==> config.mk <==
export PLATFORM = sky130hd
export DESIGN_NAME = udp_session_client_ack_resend_top_flat
export DESIGN_NICKNAME = d
export VERILOG_FILES = /design/src/hw/rtl/uscar_pkg.sv /design/src/hw/rtl/uscar_if.sv /design/src/hw/rtl/uscar_datapath.sv /design/src/hw/rtl/uscar_ctrl.sv /design/src/hw/rtl/udp_session_client_ack_resend_top.sv /design/src/flat_wrapper.sv
export SDC_FILE = /design/constraint.sdc
export NUM_CORES = 1
export LEC_CHECK = 0
export BUFFER_PORTS_ARGS = -buffer_cell sky130_fd_sc_hd__buf_2
export CAP_MARGIN = 20
export CELL_PAD_IN_SITES_DETAIL_PLACEMENT = 1
export CELL_PAD_IN_SITES_GLOBAL_PLACEMENT = 1
export CORE_MARGIN = 2
export CORE_UTILIZATION = 43
export DETAILED_ROUTE_END_ITERATION = 8
export PLACE_DENSITY_LB_ADDON = 0.05
export SYNTH_ARGS = -nofsm -noshare
export SYNTH_HDL_FRONTEND = slang
export SYNTH_SLANG_ARGS = --single-unit
==> constraint.sdc <==
create_clock -name clock -period 3.9 [get_ports clock]
set_input_delay 0.195 -clock clock [delete_from_list [all_inputs] [get_ports clock]]
set_output_delay 0.195 -clock clock [all_outputs]
set_load 0.05 [all_outputs]
==> src/hw/rtl/uscar_pkg.sv <==
`timescale 1ns / 1ps
`default_nettype none
// ----------------------------------------------------------------------------
// uscar_pkg: shared types and constants
// Opcodes, reply kinds and the controller/datapath command bundle.
// ----------------------------------------------------------------------------
package uscar_pkg;

   localparam int MaxInit            = 128;
   localparam int RxBufferBytes      = 2048;
   localparam logic [15:0] ProvisionalSession = 16'd4660;
   localparam logic [15:0] HdrBytes   = 16'd12;
   localparam logic [15:0] DefaultTimeout = 16'd5000;
   localparam int MapBits  = MaxInit;
   localparam int MapIdxW  = $clog2(MapBits);

   localparam logic [2:0] OP_HEADER  = 3'd0;
   localparam logic [2:0] OP_SERVICE = 3'd1;
   localparam logic [2:0] OP_TICK    = 3'd2;
   localparam logic [2:0] OP_SWITCH  = 3'd3;
   localparam logic [2:0] OP_CONNECT = 3'd4;

   localparam logic [2:0] KIND_HELLO     = 3'd0;
   localparam logic [2:0] KIND_HELLO_ACK = 3'd1;
   localparam logic [2:0] KIND_ACK       = 3'd2;
   localparam logic [2:0] KIND_EMPTY     = 3'd3;
   localparam logic [2:0] KIND_RESEND    = 3'd4;
   localparam logic [2:0] KIND_PREVIEW   = 3'd5;
   localparam logic [2:0] KIND_PROGRAM   = 3'd6;
   localparam logic [2:0] KIND_AUTO      = 3'd7;

   typedef struct packed {
      logic [2:0]  op;
      logic [15:0] datagram_size;
      logic [15:0] header_session;
      logic        flag_hello;
      logic        flag_ack_request;
      logic        flag_resend;
      logic        flag_request_next;
      logic [15:0] header_packet_id;
      logic [15:0] header_length;
      logic [15:0] requested_next_id;
      logic [7:0]  source_input;
      logic        use_auto;
   } req_type;

   typedef struct packed {
      logic [2:0]  send_kind;
      logic [15:0] session_id;
      logic [15:0] packet_number;
      logic [7:0]  command_source;
      logic        connected;
      logic        last;
   } rsp_type;

   // Controller -> datapath
   typedef struct packed {
      logic load;        // latch request
      logic exec;        // perform the main update for the latched request
      logic scan_start;  // set scan index to 1
      logic scan_step;   // advance scan index
      logic scan_hit;    // queue resend request for current index minus one
      logic scan_done;   // finish scan without a hit
      logic watchdog;    // evaluate watchdog
      logic pop;         // one result taken
   } cmd_type;

   // Datapath -> controller
   typedef struct packed {
      logic       is_service;
      logic       scan_needed;
      logic       scan_end;
      logic       scan_bit;
      logic [1:0] pending;
   } sts_type;

endpackage
`default_nettype wire

==> src/hw/rtl/uscar_if.sv <==
`timescale 1ns / 1ps
`default_nettype none
// ----------------------------------------------------------------------------
// uscar_req_if / uscar_rsp_if: valid/ready channels
// Carry one request or one result transaction per handshake.
// ----------------------------------------------------------------------------
interface uscar_req_if;
   logic valid;
   logic ready;
   uscar_pkg::req_type data;
   modport source (output valid, output data, input ready);
   modport sink (input valid, input data, output ready);
endinterface

interface uscar_rsp_if;
   logic valid;
   logic ready;
   uscar_pkg::rsp_type data;
   modport source (output valid, output data, input ready);
   modport sink (input valid, input data, output ready);
endinterface
`default_nettype wire

==> src/hw/rtl/uscar_datapath.sv <==
`timescale 1ns / 1ps
`default_nettype none
// ----------------------------------------------------------------------------
// uscar_datapath: session state and reply queue
// Holds session registers, the missing map and up to two pending results.
// ----------------------------------------------------------------------------
module uscar_datapath (
   input  wire logic clock,
   input  wire logic reset,
   input  wire uscar_pkg::req_type req_in,
   input  wire logic csr_write,
   input  wire logic [15:0] csr_wdata,
   input  wire uscar_pkg::cmd_type cmd,
   output uscar_pkg::sts_type sts,
   output uscar_pkg::rsp_type rsp_head
);
   localparam int IdxW = uscar_pkg::MapIdxW + 1;

   uscar_pkg::req_type req_ff;
   logic [15:0] timeout_ff, session_ff, counter_ff, remote_ff, end_ff, idle_ff;
   logic [uscar_pkg::MapBits-1:0] map_ff;
   logic link_ff, dump_ff, init_ff, wait_ff;
   logic [IdxW-1:0] idx_ff;
   uscar_pkg::rsp_type q0_ff, q1_ff;
   logic [1:0] cnt_ff;

   logic [15:0] nread, idx_ext;
   logic hdr_ok, len_ok, dump_now, dump_next;
   logic [15:0] sess_next, rem_next, c1, c2;
   logic link_next;
   logic ack, emp;

   always_comb begin
      nread = (req_ff.datagram_size < 16'(uscar_pkg::RxBufferBytes)) ?
              req_ff.datagram_size : 16'(uscar_pkg::RxBufferBytes);
      hdr_ok = nread >= uscar_pkg::HdrBytes;
      len_ok = req_ff.datagram_size == req_ff.header_length;
      sess_next = req_ff.header_session;
      rem_next = req_ff.header_packet_id;
      dump_now = !dump_ff && nread == uscar_pkg::HdrBytes && rem_next > 16'd1;
      dump_next = dump_ff || dump_now;
      link_next = link_ff || req_ff.flag_hello;
      ack = dump_next && req_ff.flag_ack_request &&
            (init_ff || !req_ff.flag_resend);
      emp = !ack && dump_next && req_ff.flag_request_next && init_ff;
      c1 = counter_ff + 16'd1;
      c2 = counter_ff + 16'd2;
      idx_ext = 16'(idx_ff);
   end

   always_comb begin
      sts.is_service = req_ff.op == uscar_pkg::OP_SERVICE;
      sts.scan_needed = !init_ff && dump_ff && !wait_ff;
      sts.scan_end = !(idx_ext < end_ff && idx_ext < 16'(uscar_pkg::MaxInit));
      sts.scan_bit = map_ff[idx_ff[uscar_pkg::MapIdxW-1:0]];
      sts.pending = cnt_ff;
      rsp_head = q0_ff;
   end

   function automatic uscar_pkg::rsp_type mk(logic [2:0] k, logic [15:0] s,
                                             logic [15:0] n, logic [7:0] src,
                                             logic con, logic lst);
      uscar_pkg::rsp_type r;
      r.send_kind = k; r.session_id = s; r.packet_number = n;
      r.command_source = src; r.connected = con; r.last = lst;
      return r;
   endfunction

   always_ff @(posedge clock) begin
      if (reset) begin
         timeout_ff <= uscar_pkg::DefaultTimeout;
         session_ff <= uscar_pkg::ProvisionalSession;
         counter_ff <= '0;
         remote_ff <= '0;
         end_ff <= 16'(uscar_pkg::MaxInit);
         idle_ff <= '0;
         map_ff <= '1;
         link_ff <= 1'b0; dump_ff <= 1'b0; init_ff <= 1'b0; wait_ff <= 1'b0;
         cnt_ff <= '0;
         idx_ff <= '0;
      end else begin
         if (csr_write) timeout_ff <= csr_wdata;
         if (cmd.load) req_ff <= req_in;
         if (cmd.pop) begin
            q0_ff <= q1_ff;
            cnt_ff <= cnt_ff - 2'd1;
         end
         if (cmd.scan_start) idx_ff <= IdxW'(1);
         if (cmd.scan_step) idx_ff <= idx_ff + IdxW'(1);
         if (cmd.scan_hit) begin
            wait_ff <= 1'b1;
            q0_ff <= mk(uscar_pkg::KIND_RESEND, session_ff, idx_ext - 16'd1, 8'd0,
                        link_ff, 1'b0);
            cnt_ff <= 2'd1;
         end
         if (cmd.scan_done) init_ff <= 1'b1;
         if (cmd.watchdog) begin
            if (idle_ff >= timeout_ff) begin
               counter_ff <= '0;
               link_ff <= 1'b0; dump_ff <= 1'b0; init_ff <= 1'b0; wait_ff <= 1'b0;
               session_ff <= uscar_pkg::ProvisionalSession;
               end_ff <= 16'(uscar_pkg::MaxInit);
               idle_ff <= '0;
               map_ff <= '1;
               if (cnt_ff == 2'd1) begin
                  q0_ff.connected <= 1'b0;
                  q1_ff <= mk(uscar_pkg::KIND_HELLO, uscar_pkg::ProvisionalSession,
                              16'd0, 8'd0, 1'b0, 1'b1);
                  cnt_ff <= 2'd2;
               end else begin
                  q0_ff <= mk(uscar_pkg::KIND_HELLO, uscar_pkg::ProvisionalSession,
                              16'd0, 8'd0, 1'b0, 1'b1);
                  cnt_ff <= 2'd1;
               end
            end else if (cnt_ff == 2'd1) begin
               q0_ff.last <= 1'b1;
            end
         end
         if (cmd.exec) begin
            unique case (req_ff.op)
               uscar_pkg::OP_HEADER: begin
                  if (hdr_ok) begin
                     session_ff <= sess_next;
                     remote_ff <= rem_next;
                     if (rem_next < 16'(uscar_pkg::MaxInit))
                        map_ff[rem_next[uscar_pkg::MapIdxW-1:0]] <= 1'b0;
                     if (len_ok) begin
                        idle_ff <= '0;
                        wait_ff <= 1'b0;
                        link_ff <= link_next;
                        if (dump_now) begin
                           dump_ff <= 1'b1;
                           end_ff <= rem_next;
                        end
                        if (req_ff.flag_hello) begin
                           q0_ff <= mk(uscar_pkg::KIND_HELLO_ACK, sess_next, 16'd0,
                                       8'd0, link_next, !(ack || emp));
                           q1_ff <= mk(ack ? uscar_pkg::KIND_ACK : uscar_pkg::KIND_EMPTY,
                                       sess_next, ack ? rem_next : req_ff.requested_next_id,
                                       8'd0, link_next, 1'b1);
                           cnt_ff <= (ack || emp) ? 2'd2 : 2'd1;
                        end else if (ack || emp) begin
                           q0_ff <= mk(ack ? uscar_pkg::KIND_ACK : uscar_pkg::KIND_EMPTY,
                                       sess_next, ack ? rem_next : req_ff.requested_next_id,
                                       8'd0, link_next, 1'b1);
                           cnt_ff <= 2'd1;
                        end
                     end
                  end
               end
               uscar_pkg::OP_TICK: begin
                  if (idle_ff != 16'hFFFF) idle_ff <= idle_ff + 16'd1;
               end
               uscar_pkg::OP_SWITCH: begin
                  if (req_ff.source_input != 8'd0 && link_ff) begin
                     if (req_ff.use_auto) begin
                        counter_ff <= c2;
                        q0_ff <= mk(uscar_pkg::KIND_PREVIEW, session_ff, c1,
                                    req_ff.source_input, link_ff, 1'b0);
                        q1_ff <= mk(uscar_pkg::KIND_AUTO, session_ff, c2,
                                    req_ff.source_input, link_ff, 1'b1);
                        cnt_ff <= 2'd2;
                     end else begin
                        counter_ff <= c1;
                        q0_ff <= mk(uscar_pkg::KIND_PROGRAM, session_ff, c1,
                                    req_ff.source_input, link_ff, 1'b1);
                        cnt_ff <= 2'd1;
                     end
                  end
               end
               uscar_pkg::OP_CONNECT: begin
                  counter_ff <= '0;
                  link_ff <= 1'b0; dump_ff <= 1'b0; init_ff <= 1'b0; wait_ff <= 1'b0;
                  session_ff <= uscar_pkg::ProvisionalSession;
                  end_ff <= 16'(uscar_pkg::MaxInit);
                  idle_ff <= '0;
                  map_ff <= '1;
                  q0_ff <= mk(uscar_pkg::KIND_HELLO, uscar_pkg::ProvisionalSession,
                              16'd0, 8'd0, 1'b0, 1'b1);
                  cnt_ff <= 2'd1;
               end
               default: ;
            endcase
         end
      end
   end
endmodule
`default_nettype wire

==> src/hw/rtl/uscar_ctrl.sv <==
`timescale 1ns / 1ps
`default_nettype none
// ----------------------------------------------------------------------------
// uscar_ctrl: sequencing state machine
// Accept, execute or scan, run the watchdog, drain results.
// ----------------------------------------------------------------------------
module uscar_ctrl (
   input  wire logic clock,
   input  wire logic reset,
   input  wire logic req_valid,
   output logic req_ready,
   output logic rsp_valid,
   input  wire logic rsp_ready,
   input  wire uscar_pkg::sts_type sts,
   output uscar_pkg::cmd_type cmd
);
   localparam logic [2:0] S_IDLE = 3'd0;
   localparam logic [2:0] S_EXEC = 3'd1;
   localparam logic [2:0] S_SCAN = 3'd2;
   localparam logic [2:0] S_WDOG = 3'd3;
   localparam logic [2:0] S_OUT  = 3'd4;

   logic [2:0] state_ff, state_in;

   always_comb begin
      cmd = '0;
      state_in = state_ff;
      req_ready = 1'b0;
      rsp_valid = 1'b0;
      unique case (state_ff)
         S_IDLE: begin
            req_ready = 1'b1;
            if (req_valid) begin
               cmd.load = 1'b1;
               state_in = S_EXEC;
            end
         end
         S_EXEC: begin
            if (sts.is_service) begin
               if (sts.scan_needed) begin
                  cmd.scan_start = 1'b1;
                  state_in = S_SCAN;
               end else state_in = S_WDOG;
            end else begin
               cmd.exec = 1'b1;
               state_in = S_OUT;
            end
         end
         S_SCAN: begin
            if (sts.scan_end) begin
               cmd.scan_done = 1'b1;
               state_in = S_WDOG;
            end else if (sts.scan_bit) begin
               cmd.scan_hit = 1'b1;
               state_in = S_WDOG;
            end else cmd.scan_step = 1'b1;
         end
         S_WDOG: begin
            cmd.watchdog = 1'b1;
            state_in = S_OUT;
         end
         S_OUT: begin
            if (sts.pending == 2'd0) state_in = S_IDLE;
            else begin
               rsp_valid = 1'b1;
               if (rsp_ready) begin
                  cmd.pop = 1'b1;
                  if (sts.pending == 2'd1) state_in = S_IDLE;
               end
            end
         end
         default: state_in = S_IDLE;
      endcase
   end

   always_ff @(posedge clock) begin
      if (reset) state_ff <= S_IDLE;
      else state_ff <= state_in;
   end
endmodule
`default_nettype wire

==> src/hw/rtl/udp_session_client_ack_resend_top.sv <==
`timescale 1ns / 1ps
`default_nettype none
// ----------------------------------------------------------------------------
// udp_session_client_ack_resend_top: reliable UDP session client
// Sequence: a request is accepted in IDLE, executed in EXEC and its results
//   are offered from OUT; a service pass runs EXEC, the map scan (SCAN, one
//   bit checked per step, bits 1 to 127 at most) and WDOG before OUT.
// Throughput: one transaction at a time; a new request is taken only once
//   OUT has drained every result.
// Reset: synchronous, active high; restores provisional session, full map.
// ----------------------------------------------------------------------------
module udp_session_client_ack_resend_top (
   input  wire logic clock,
   input  wire logic reset,
   uscar_req_if.sink req,
   uscar_rsp_if.source rsp,
   input  wire logic csr_write,
   input  wire logic [15:0] csr_wdata
);
   uscar_pkg::cmd_type cmd;
   uscar_pkg::sts_type sts;

   // Sequence each transaction: load, execute or scan, watchdog, drain.
   uscar_ctrl u_ctrl (
      .clock(clock), .reset(reset),
      .req_valid(req.valid), .req_ready(req.ready),
      .rsp_valid(rsp.valid), .rsp_ready(rsp.ready),
      .sts(sts), .cmd(cmd)
   );

   // Hold session state and queue replies.
   uscar_datapath u_dp (
      .clock(clock), .reset(reset),
      .req_in(req.data), .csr_write(csr_write), .csr_wdata(csr_wdata),
      .cmd(cmd), .sts(sts), .rsp_head(rsp.data)
   );
endmodule
`default_nettype wire
==> src/flat_wrapper.sv <==
// flat-port wrapper written by rule: the top's interface ports become plain ports
module udp_session_client_ack_resend_top_flat 
  (clock, reset, csr_write, csr_wdata, req_valid, req_data, req_ready, rsp_valid, rsp_data, rsp_ready);
  uscar_req_if req_i ();
  uscar_rsp_if rsp_i ();
  input  wire logic clock;
  input  wire logic reset;
  input  wire logic csr_write;
  input  wire logic [15:0] csr_wdata;
  input wire logic [$bits(req_i.valid)-1:0] req_valid;
  input wire logic [$bits(req_i.data)-1:0] req_data;
  output wire logic [$bits(req_i.ready)-1:0] req_ready;
  output wire logic [$bits(rsp_i.valid)-1:0] rsp_valid;
  output wire logic [$bits(rsp_i.data)-1:0] rsp_data;
  input wire logic [$bits(rsp_i.ready)-1:0] rsp_ready;
  assign req_i.valid = req_valid;
  assign req_i.data = req_data;
  assign req_ready = req_i.ready;
  assign rsp_valid = rsp_i.valid;
  assign rsp_data = rsp_i.data;
  assign rsp_i.ready = rsp_ready;
  udp_session_client_ack_resend_top u_core (.clock(clock), .reset(reset), .req(req_i), .rsp(rsp_i), .csr_write(csr_write), .csr_wdata(csr_wdata));
endmodule
Word level (Yosys, flattened, before mapping) --
Index checks and enable logic that the tools add are counted.
Cells by class: $add $sub $neg 6, $lt $le $gt $ge 10, equality and inequality tests 16, multiplexer cells 133, bitwise gates (word level) 3, reduce and logical (&&, ||, !) cells 29
Operators with widths (number):
- 45-bit two-way mux | 18
- 128-bit two-way mux | 6
- 16-bit two-way mux | 23
- 128-bit case mux with 2 select lines | 1
- 45-bit case mux with 3 select lines | 1
- 128-bit AND | 1
- 128-bit NOT | 1
- 16-bit case mux with 2 select lines | 3
- 45-bit case mux with 2 select lines | 1
- 44-bit two-way mux | 2
- 16-bit case mux with 3 select lines | 1
- 1-bit two-way mux | 44
- 43-bit two-way mux | 1
- 16-bit by 1-bit adder with 16-bit output (second input constant) | 2
- 2-bit two-way mux | 15
- 3-bit two-way mux | 8
- 16-bit by 2-bit adder with 16-bit output (second input constant) | 1
- 16-bit equality test | 1
- 16-bit by 4-bit equality test with 1-bit output (second input constant) | 1
- 16-bit >= comparator | 1
- 16-bit by 4-bit >= comparator with 1-bit output (second input constant) | 1
- 16-bit by 1-bit > comparator with 1-bit output (second input constant) | 1
- 16-bit by 12-bit less-than comparator with 1-bit output (second input constant) | 1
- 16-bit by 8-bit less-than comparator with 1-bit output (second input constant) | 1
- 31 further kinds | 61
Word-level totals: register bits after elaboration 411, output and inout port bits 47

Logic depth before layout (Yosys ltp) --
Gate-level depths: netlist of run 1.
word-level depth 19, depth in mapped cells 13, depth with buffers taken out 10

Cells and area by module --
A second synthesis of run 1 with hierarchy kept.
Second synthesis, totals: cell total of the unflattened synthesis 2028, area total of the unflattened synthesis 20251.9 um^2
By module, submodules not included:
- uscar_datapath | instances 1, cells an instance 1996, area an instance 19986.7 um^2, sequential area each 10029.6 um^2
- uscar_ctrl | instances 1, cells an instance 32, area an instance 265.3 um^2, sequential area each 60.1 um^2

Least setup slack after synthesis of run 1 --
OpenSTA, ideal clock, no wires.
path type reg2reg, start register u_core.u_ctrl.state_ff[2], end register u_core.u_dp.rem_next[0] (netlist name), library setup time 466 ps, arrival time 3906 ps, data required time 3434 ps, slack -473 ps, stages on the path, launching flop included 3, buffers on the path 0, period minus slack after synthesis 4373 ps, cell sequence dfxtp_1 nor3_1 and3_1
On the way: word-level cells in the longest chain between the ends 3
RTL lines:
- start, declared | RTL line uscar_ctrl.sv:23 | logic [2:0] state_ff, state_in;
- start signal, assigned | RTL line uscar_ctrl.sv:78 | else state_ff <= state_in;
- 3-bit zero test | RTL line uscar_ctrl.sv:30 | unique case (state_ff)
- 1-bit two-way mux | RTL line uscar_ctrl.sv:30
- 2-bit AND reduction (no line)
Every way passes these cells. A chain may end at the register's enable or synchronous reset.

Final worst setup path of run 1 --
start register u_core.u_dp.idx_ff[1], end register u_core.u_dp.q0_ff, in the netlist u_core.u_dp.rsp_head[43] (data pin)
On the way: word-level cells in the longest chain between the ends 15, elaborated cells between the ends (all ways) 19, those cells by class 2 x order compare; 16 x mux; 1 x reduce/logical
RTL lines:
- start, declared | RTL line uscar_datapath.sv:23 | logic [IdxW-1:0] idx_ff;
- start signal, assigned | RTL line uscar_datapath.sv:88 | if (cmd.scan_start) idx_ff <= IdxW'(1);
- start signal, assigned | RTL line uscar_datapath.sv:89 | if (cmd.scan_step) idx_ff <= idx_ff + IdxW'(1);
- 1-bit binary-select mux with 7-bit select | RTL line uscar_datapath.sv:55 | sts.scan_bit = map_ff[idx_ff[uscar_pkg::MapIdxW-1:0]];
- 1-bit two-way mux (not written as such) | RTL line uscar_datapath.sv:55
- 1-bit two-way mux | RTL line uscar_ctrl.sv:53 | end else if (sts.scan_bit) begin
- 2-bit two-way mux (*) | RTL line uscar_ctrl.sv:50 | if (sts.scan_end) begin
- 3-bit two-way mux (*) | RTL line uscar_ctrl.sv:30
- 45-bit two-way mux (*) | RTL line uscar_datapath.sv:90 | if (cmd.scan_hit) begin
- 43-bit two-way mux | RTL line uscar_datapath.sv:105 | if (cnt_ff == 2'd1) begin
- 44-bit two-way mux | RTL line uscar_datapath.sv:98 | if (idle_ff >= timeout_ff) begin
- 45-bit two-way mux (*) | RTL line uscar_datapath.sv:97 | if (cmd.watchdog) begin
- 45-bit two-way mux | RTL line uscar_datapath.sv:142 | end else if (ack || emp) begin
- 45-bit two-way mux | RTL line uscar_datapath.sv:135 | if (req_ff.flag_hello) begin
- 45-bit two-way mux | RTL line uscar_datapath.sv:127 | if (len_ok) begin
- 45-bit two-way mux | RTL line uscar_datapath.sv:122 | if (hdr_ok) begin
- 45-bit case mux with 3 select lines | RTL line uscar_datapath.sv:120 | unique case (req_ff.op)
- 45-bit two-way mux (*) | RTL line uscar_datapath.sv:119 | if (cmd.exec) begin
- end signal, assigned | RTL line uscar_datapath.sv:111 | q0_ff <= mk(uscar_pkg::KIND_HELLO, uscar_pkg::ProvisionalSession,
- end signal, assigned | RTL line uscar_datapath.sv:136 | q0_ff <= mk(uscar_pkg::KIND_HELLO_ACK, sess_next, 16'd0,
- end signal, assigned | RTL line uscar_datapath.sv:143 | q0_ff <= mk(ack ? uscar_pkg::KIND_ACK : uscar_pkg::KIND_EMPTY,
- end, declared | RTL line uscar_datapath.sv:24 | uscar_pkg::rsp_type q0_ff, q1_ff;
Every way passes the cells marked *; elsewhere a longest branch is shown, timed or not. The select of a mux whose other input is x is not followed.

==> results.json, run 1 <==
{
  "min_from": "rsp_ready",
  "rows": 78,
  "setup_ws_ps": 368,
  "nets": 2338,
  "drt_iter0_drc": 1295,
  "wl_um": 69600,
  "yosysMostFrequentCell": "dfxtp_1",
  "cts_num_sinks": 411,
  "tns_ps": 0,
  "status": "complete, no violations",
  "synth_flop_cell": "dfxtp_1",
  "layout_min_cycle_time_ps": 3530,
  "fill_cells": 4936,
  "num_antenna_cells": 0,
  "fp.dieW_um": 219,
  "setup_viol": 0,
  "die_h_um": 219,
  "crit_required_ps": 4220,
  "synthTopCellsByCount": "dfxtp_1 (225), edfxtp_1 (186), nor2_1 (186)",
  "synth_fp_nets": 2040,
  "cts_resized": 0,
  "grt_pass1_wl_um": 106000,
  "grt_setup_unrepaired": "no",
  "async_flop_share_pct": 0,
  "cp-start-kind": "flop",
  "dr.pass1.iters": 5,
  "p_leak_nw": 8.73,
  "core_area_um2": 45500,
  "crit_fanout": 41,
  "cap_viol_max_count": 0,
  "hold_viol": 0,
  "ir_drop_v": 0.000361,
  "path_clk_slew_ps": 60,
  "htree_levels": 2,
  "area_delta_synth_final_pct": 22.5,
  "drc": 0,
  "dieArea_um2": 47800,
  "hold_depth": 4,
  "synth.avg_cell_area_um2": 10.5,
  "grt_pass1_vias": 17400,
  "synth.largest_area_cell": "edfxtp_1",
  "io_pins": 164,
  "antenna_left": 0,
  "dp.cells": 2630,
  "max_freq_ghz": 0.283,
  "power_w": 0.0101,
  "r2r-end": "u_core.u_dp.rsp_head[43]",
  "worst_pin_slew_ps": 1090,
  "grt_max_degree": 131,
  "min_to": "u_core.u_ctrl.state_ff[2]",
  "crit_arrival_ps": 3860,
  "portBuffers": 163,
  "wl_per_cell_um": 24.6,
  "synth-edff-count": 186,
  "hp-class": "in2reg",
  "skew_ps": 15.6,
  "antenna_found_initial": 1,
  "timing.reg2reg.setup_slack_ps": 370,
  "post-route-period-util_pct": 90.6,
  "finalNonFillerCells": 2827,
  "grt_util_all_layers_pct": 29.0,
  "ys_ff_latch": 411,
  "drive_gt1_share_pct": 18.6,
  "place.gp.congestion": 0.844,
  "num_vias": 17000,
  "place_ws_ps": 447,
  "overflow": 0,
  "worst-setup-path-type": "reg2reg",
  "yosysWarnings": 0,
  "numCtsBuffers": 47,
  "synth_area_leaders": "edfxtp_1 (28%), dfxtp_1 (23%), o22a_1 (4.6%)",
  "syn-instance-count": 1893,
  "power_density_nw_per_um2": 416,
  "synth_area_um2": 19800,
  "synth_top_area_share_pct": 28.2,
  "cts_buffer_depth": 3,
  "r2r_start": "u_core.u_dp.idx_ff[1]",
  "r2r_cells": 9,
  "relSlewSlack_pct": 26.9,
  "synth_seq_area_share_pct": 50.9,
  "routed_via_density": 6.01,
  "yosys.cell_types.count": 80,
  "cts_tree": "built",
  "final_core_utilization_pct": 53.4,
  "start_util_pct": 43.6,
  "endpoint_kind": "flop",
  "slew_violations": 0,
  "hpwl_um": 47000,
  "cts_root_buffer": "clkbuf_16",
  "clk_latency_ps": 610
}
[power by group]
group	switching [W]	total [W]	internal, W
Sequential	0.000104	0.00479	0.00468
Combinational	0.000563	0.000889	0.000326
Clock	0.00189	0.00441	0.00252
[worst max path at each step]
stage                                         from                        to  cells past startpoint
final                        u_core.u_dp.idx_ff[1]  u_core.u_dp.rsp_head[43]                      9
after global routing         u_core.u_dp.idx_ff[1]  u_core.u_dp.rsp_head[22]                     12
after CTS                 u_core.u_dp.rem_next[12]  u_core.u_dp.rsp_head[22]                     10
after detailed placement  u_core.u_dp.rem_next[12]  u_core.u_dp.rsp_head[12]                     10
after global placement      u_core.u_dp.idle_ff[0]  u_core.u_dp.rsp_head[12]                      9
after floorplan                              reset     u_core.u_dp.cnt_ff[1]                      4
[critical path, cell delays in order, from the launching register on]
cell and delay (ps):
dfxtp_2 590, buf_4 350, mux4_2 530, nand2b_1 150
a311oi_1 380, o2bb2ai_1 160, a2111o_1 210, a21oi_4 90
buf_12 190, o32ai_1 550
[what timing repair did]
item | 4_1_cts | 5_1_grt
endpoints found under the hold margin | 112 | 0
buffers inserted | 0 | 0
hold buffers | 112 | 0
endpoints found under the setup margin | 0 | 0
[cells by family after synthesis]
family / after synthesis / synth area share (%)
flip-flops: 411 / 50.9
multiplexers: 144 / 8.88
AND/OR/NAND/NOR: 523 / 12.3
XOR/XNOR: 57 / 2.52
adder cells (fa/ha/maj): 30 / 1.89
buffers and inverters: 159 / 3.52
AO/OA/AOI/OAI: 569 / 19.9
[state kept, by name, summed over array words and instances (netlist names)]
name                    cells
u_core.u_dp.session_ff     16
u_core.u_dp.req_ff         64
u_core.u_dp.rsp_head       45
u_core.u_dp.init_ff         1
u_core.u_dp.wait_ff         1
u_core.u_dp.idle_ff        16
u_core.u_dp.idx_ff          8
u_core.u_ctrl.state_ff      3
u_core.u_dp.link_ff         1
u_core.u_dp.q1_ff          45
u_core.u_dp.rem_next       16
u_core.u_dp.sess_next      16
u_core.u_dp.end_ff         16
u_core.u_dp.map_ff        128
u_core.u_dp.counter_ff     16
u_core.u_dp.dump_ff         1
u_core.u_dp.cnt_ff          2
u_core.u_dp.timeout_ff     16
[cell usage in the layout, fill, tap and decap left out, drive strengths merged, types with 88 or more instances in the layout]
cell type and instances:
dlygate4sd3 112, dfxtp 225, mux2i 88, nor2 186
o21ai 106, o22a 103, edfxtp 186, nand2 130
buf 258, a21oi 113
[metrics by stage]
step | hold WS (ps) | area, um^2
floorplan | 294 | 19800
global placement | 371 | 21600
detailed placement | 373 | 21600
CTS | 52.2 | 24300
global route | 120 | 24300
finish | 111 | 24300
[layout make-up]
class	count	area (um^2)	share of cell area [%]
flip-flops and latches	411	10100	41.6
clock buffers	66	1330	5.47
multi-input cells	1323	9070	37.4
clock inverters	19	181	0.747
inverters	38	145	0.598
repair buffers	370	2700	11.1
well taps	600	751	3.09
[metal layers]
metal / vias to the layer above / part of all wire (%) / track usage [%]
li1: 7775 / - / -
met1: 8558 / 43 / 38.4
met2: 513 / 49 / 49.1
met3: 131 / 5.0 / 3.56
met4: 2 / 3.0 / 9.57
met5: - / 0.010 / 0
Note: power is estimated with default switching activity, not from simulation.
==> run 2: changes to the inputs <==
--- a/config.mk
+++ b/config.mk
@@ -10,9 +10,10 @@
 export CELL_PAD_IN_SITES_DETAIL_PLACEMENT = 1
 export CELL_PAD_IN_SITES_GLOBAL_PLACEMENT = 1
 export CORE_MARGIN = 2
-export CORE_UTILIZATION = 43
+export CORE_UTILIZATION = 48
 export DETAILED_ROUTE_END_ITERATION = 8
 export PLACE_DENSITY_LB_ADDON = 0.05
+export SLEW_MARGIN = 5
 export SYNTH_ARGS = -nofsm -noshare
 export SYNTH_HDL_FRONTEND = slang
 export SYNTH_SLANG_ARGS = --single-unit
==> constraint.sdc (replaced) <==
create_clock -name clock -period 3.85 [get_ports clock]
set_input_delay 0.1925 -clock clock [delete_from_list [all_inputs] [get_ports clock]]
set_output_delay 0.1925 -clock clock [all_outputs]
set_load 0.05 [all_outputs]
==> run 2 against run 1 <==
First-iteration DRC count up 15%. Hold slack worse by 45 ps. Global-route usage is 3.6 points higher. Total power increased by 0.66%. Worst setup slack worse by 150 ps. Critical path depth up 1. Die area decreased by 10%. Largest power group unchanged.
==> results.json, run 2 (synthesis results as in run 1) <==
{
  "die_h_um": 207,
  "numCtsBuffers": 46,
  "startpoint": "u_core.u_dp.idx_ff[1]",
  "multi_input_area_um2": 9070,
  "hp-class": "in2reg",
  "cts_num_sinks": 411,
  "skew_ps": 30.8,
  "grt_setup_unrepaired": "no",
  "hold_viol": 0,
  "cts_root_buffer": "clkbuf_16",
  "relSlewSlack_pct": 25.2,
  "p_leak_nw": 8.64,
  "crit_arrival_ps": 4040,
  "r2r_start": "u_core.u_dp.idx_ff[1]",
  "place.gp.congestion": 0.880,
  "p_int_w": 0.00759,
  "post-route-period-util_pct": 94.3,
  "start_util_pct": 48.5,
  "dieArea_um2": 42900,
  "antenna_found_initial": 1,
  "io_pins": 164,
  "min_from": "rsp_ready",
  "cap_viol_max_count": 0,
  "timing.reg2reg.setup_slack_ps": 220,
  "drive_gt1_share_pct": 17.8,
  "nets": 2321,
  "drc": 0,
  "worst_pin_slew_ps": 1120,
  "setup_viol": 0,
  "worst-setup-path-type": "reg2reg",
  "wl_met3_um": 4280,
  "tns_ps": 0,
  "portBuffers": 163,
  "drt_iter0_drc": 1489,
  "grt_util_all_layers_pct": 32.6,
  "path_clk_slew_ps": 60,
  "pwr-share-clk_pct": 43.3,
  "wl_per_cell_um": 25.9,
  "slew_violations": 0,
  "cp-start-kind": "flop",
  "grt_pass1_wl_um": 110000,
  "endpoint_kind": "flop",
  "status": "complete, no violations",
  "regArea_um2": 10100,
  "final_cell_mix": "dfxtp_1 (224), nor2_1 (186), edfxtp_1 (186)",
  "place_area_um2": 21500,
  "p_sw_w": 0.00257,
  "cts_tree": "built",
  "clk_latency_ps": 600,
  "fin_area_um2": 24100,
  "power_density_nw_per_um2": 422,
  "dr_wl_met2_um": 34100,
  "grt_pass1_vias": 18500,
  "pwr-share-comb_pct": 8.9,
  "max_freq_ghz": 0.275,
  "wl_met1_um": 29300,
  "crit_end": "u_core.u_dp.rsp_head[2]",
  "grt_max_degree": 131,
  "p_sw_share_pct": 25.3,
  "fill_cells": 4381,
  "core_area_um2": 40800,
  "seq_power_share_pct": 47.9,
  "ir_drop_v": 0.000374,
  "layout_min_cycle_time_ps": 3630,
  "top_regs": "u_core.u_dp.map_ff (128), u_core.u_dp.req_ff (64)",
  "dr.pass1.iters": 5,
  "cts_buffer_depth": 3,
  "wl_um": 71100,
  "crit_fanout": 17,
  "r2r_cells": 10,
  "num_antenna_cells": 0,
  "num_vias": 17200,
  "crit_required_ps": 4260,
  "final_common_cell": "dfxtp_1",
  "rows": 74,
  "area_delta_synth_final_pct": 21.5,
  "routed_via_density": 6.28,
  "regMostFlops": "u_core.u_dp.map_ff",
  "overflow": 0,
  "hpwl_um": 47200,
  "highest_layer": "met5",
  "r2r-end": "u_core.u_dp.rsp_head[2]",
  "fp.dieW_um": 207,
  "antenna_left": 0,
  "largest_reg_flops": 128,
  "htree_levels": 2
}
[run 2: changes by cell type in the layout (fill, tap and decap cells not counted), moves of 2 or more]
| cell | previous run | this run |
|---|---|---|
| buf_12 | 4 | 6 |
| inv_16 | 2 | 0 |
| clkbuf_1 | 11 | 14 |
| clkinv_2 | 9 | 4 |
| clkbuf_8 | 8 | 12 |
| buf_4 | 89 | 73 |
[run 2: worst min path at each step]
stage,endpoint,slack [ps],depth (start not counted)
5_1_grt,u_core.u_ctrl.state_ff[2],60,4
2_1_floorplan,u_core.u_dp.rem_next[0],290,0
4_1_cts,u_core.u_ctrl.state_ff[2],30,4
6_report,u_core.u_ctrl.state_ff[2],70,4
3_5_place_dp,u_core.u_dp.req_ff[8],370,1
3_3_place_gp,u_core.u_dp.sess_next[15],370,1
[run 2: worst max-delay path: stages (launching register included)]
cell	delay, ps
dfxtp_2	650
buf_4	370
mux4_2	550
nand2b_1	170
a311oi_1	390
o2bb2ai_1	160
a2111o_1	210
a21oi_4	110
buf_4	240
or2_2	360
o21ai_0	220
[run 2: timing repair]
action	CTS	global route
hold buffers	112	0
resized for setup	0	1
hold endpoints to repair	112	0
buffers inserted	0	0
endpoints found under the setup margin	0	4
[run 2: stage by stage]
step	total power (W)	setup slack (ps)	hold slack [ps]	instances	utilization, %
floorplan	0.00542	204	291	1893	-
global route	0.0105	25.9	55.7	2742	58.9
finish	0.0102	218	65.3	2742	58.9
detailed placement	0.00574	172	371	2546	52.5
global placement	0.00570	336	368	2546	52.5
CTS	0.0102	114	30.7	2742	58.9
[run 2: final cells by class]
type                    count  share of cell area, %
multi-input cells        1323                   37.7
clock inverters            12                  0.484
clock buffers              72                   5.69
flip-flops and latches    411                   41.9
inverters                  38                  0.603
repair buffers            354                   10.8
well taps                 532                   2.77
[run 2: layer usage]
metal | track usage [%] | vias up
met4 | 15.5 | 2
met2 | 54.9 | 677
met1 | 40.9 | 8580
met5 | 0 | -
li1 | - | 7744
met3 | 5.47 | 205
[run 2: power groups by stage]
stage | logic [W] | registers [W] | clock network (W)
6_report | 0.000901 | 0.00486 | 0.00440
5_1_grt | 0.000959 | 0.00487 | 0.00463
4_1_cts | 0.000886 | 0.00486 | 0.00442
3_5_place_dp | 0.000793 | 0.00495 | 0
3_3_place_gp | 0.000764 | 0.00494 | 0
2_1_floorplan | 0.000362 | 0.00506 | 0
==> run 3: changes to the inputs <==
--- a/config.mk
+++ b/config.mk
@@ -9,6 +9,7 @@
 export CAP_MARGIN = 20
 export CELL_PAD_IN_SITES_DETAIL_PLACEMENT = 1
 export CELL_PAD_IN_SITES_GLOBAL_PLACEMENT = 1
+export CORE_ASPECT_RATIO = 0.75
 export CORE_MARGIN = 2
 export CORE_UTILIZATION = 48
 export DETAILED_ROUTE_END_ITERATION = 8
==> run 3 against run 2 <==
Count of clock-buffer cells in the layout shrank 17. First-iteration DRC count rose by 8.5%. Fmax down 1.2%. Critical endpoint is now u_core.u_dp.rsp_head[23]. Largest cell class unchanged. Highest routed layer is now met4.
==> results.json, run 3 (synthesis results as in run 1) <==
{
  "area_delta_synth_final_pct": 22.1,
  "status": "complete, no violations",
  "multi_input_area_um2": 9080,
  "cts_tree": "built",
  "layout_min_cycle_time_ps": 3680,
  "top_regs": "u_core.u_dp.map_ff (128), u_core.u_dp.req_ff (64)",
  "rows": 64,
  "path_clk_slew_ps": 70,
  "cp-start-kind": "flop",
  "power_w": 0.0105,
  "num_vias": 17600,
  "place.gp.congestion": 0.880,
  "nets": 2321,
  "drc": 0,
  "fp.dieW_um": 239,
  "cts_root_buffer": "clkbuf_16",
  "drt_iter0_drc": 1616,
  "power_density_nw_per_um2": 432,
  "final_core_utilization_pct": 59.4,
  "fill_cells": 4364,
  "dr.pass1.iters": 6,
  "dp.cells": 2543,
  "p_leak_nw": 8.69,
  "wl_um": 73100,
  "slew_violations": 0,
  "regMostFlops": "u_core.u_dp.map_ff",
  "crit_fanout": 18,
  "setup_viol": 0,
  "grt_pass1_wl_um": 112000,
  "relSlewSlack_pct": 23.0,
  "drive_gt1_share_pct": 18.1,
  "finalNonFillerCells": 2737,
  "regArea_um2": 10100,
  "ir_drop_v": 0.000393,
  "post-route-period-util_pct": 95.5,
  "overflow": 0,
  "start_util_pct": 48.6,
  "antenna_found_initial": 0,
  "wl_per_cell_um": 26.7,
  "antenna_left": 0,
  "cts_num_sinks": 411,
  "numCtsBuffers": 43,
  "final_cell_mix": "dfxtp_1 (224), nor2_1 (186), edfxtp_1 (186)",
  "io_pins": 164,
  "cap_viol_max_count": 0,
  "grt_setup_unrepaired": "no",
  "htree_levels": 2,
  "clk_latency_ps": 580,
  "routed_via_density": 6.43,
  "hpwl_um": 47800,
  "cts_setup_buffers": 0,
  "setup_ws_ps": 173,
  "max_freq_ghz": 0.272,
  "crit_required_ps": 4160,
  "grt_pass1_vias": 18400,
  "grt_util_all_layers_pct": 33.7,
  "skew_ps": 27.7,
  "worst-setup-path-type": "reg2reg",
  "worst_pin_slew_ps": 1150,
  "largest_reg_flops": 128,
  "hp-class": "in2reg",
  "die_h_um": 180,
  "hold_viol": 0,
  "core_area_um2": 40800,
  "dieArea_um2": 42900,
  "cts_buffer_depth": 3,
  "place_ws_ps": 172,
  "num_antenna_cells": 0,
  "portBuffers": 163,
  "endpoint_kind": "flop",
  "crit_arrival_ps": 3990,
  "grt_max_degree": 131,
  "tns_ps": 0,
  "final_common_cell": "dfxtp_1"
}
## run 3: path summary, 6_finish.rpt
check | startpoint | endpoint | slack [ps] | cells past startpoint
setup / recovery | u_core.u_dp.req_ff[85] | u_core.u_dp.rsp_head[23] | 170 | 9
hold / removal | rsp_ready | u_core.u_ctrl.state_ff[2] | 60 | 4
setup reg to reg | u_core.u_dp.req_ff[85] | u_core.u_dp.rsp_head[23] | 170 | 9
hold reg to reg | u_core.u_dp.end_ff[4] | u_core.u_dp.end_ff[4] | 470 | 2
## run 3: report_power, final
part	switching (W)	total, W	internal, W
Sequential	0.000121	0.00486	0.00474
Combinational	0.000580	0.000910	0.000330
Clock	0.00191	0.00469	0.00278
Total	0.00261	0.0105	0.00786
## run 3: repair_timing
action	in CTS	in global routing
hold buffers	113	0
hold endpoints to repair	115	0
setup endpoints to repair	0	7
gates resized for setup	0	1
## run 3: final cells by class
class | count | share of cell area [%]
multi-input combinational | 1323 | 37.5
clock inverter | 25 | 1.61
sequential | 411 | 41.7
inverter | 38 | 0.600
tap | 528 | 2.73
timing repair buffer | 357 | 11.0
clock buffer | 55 | 4.84
## run 3: per-layer routing
metal  GRT usage, %  vias up  wire [um]
met5              0        -          0
met4           8.85        0       1820
met3           4.85      141       5350
met2           54.8      779      34100
met1           47.3     8929      31800
li1               -     7750          -
## run 3: per-stage QoR
stage	instance area [um^2]	hold WS [ps]
after floorplan	19800	291
after global placement	21500	368
after detailed placement	21500	371
after CTS	24200	39.0
after global routing	24200	59.4
final	24200	63.0
## run 3: critical path, cell delays in order, from the launching register on
cell,delay (ps)
edfxtp_1,430
nor4_1,440
nand3_1,290
a311oi_2,650
o211ai_1,220
buf_12,220
mux2i_1,650
o21ai_0,160
a22oi_1,210
o21ai_0,100
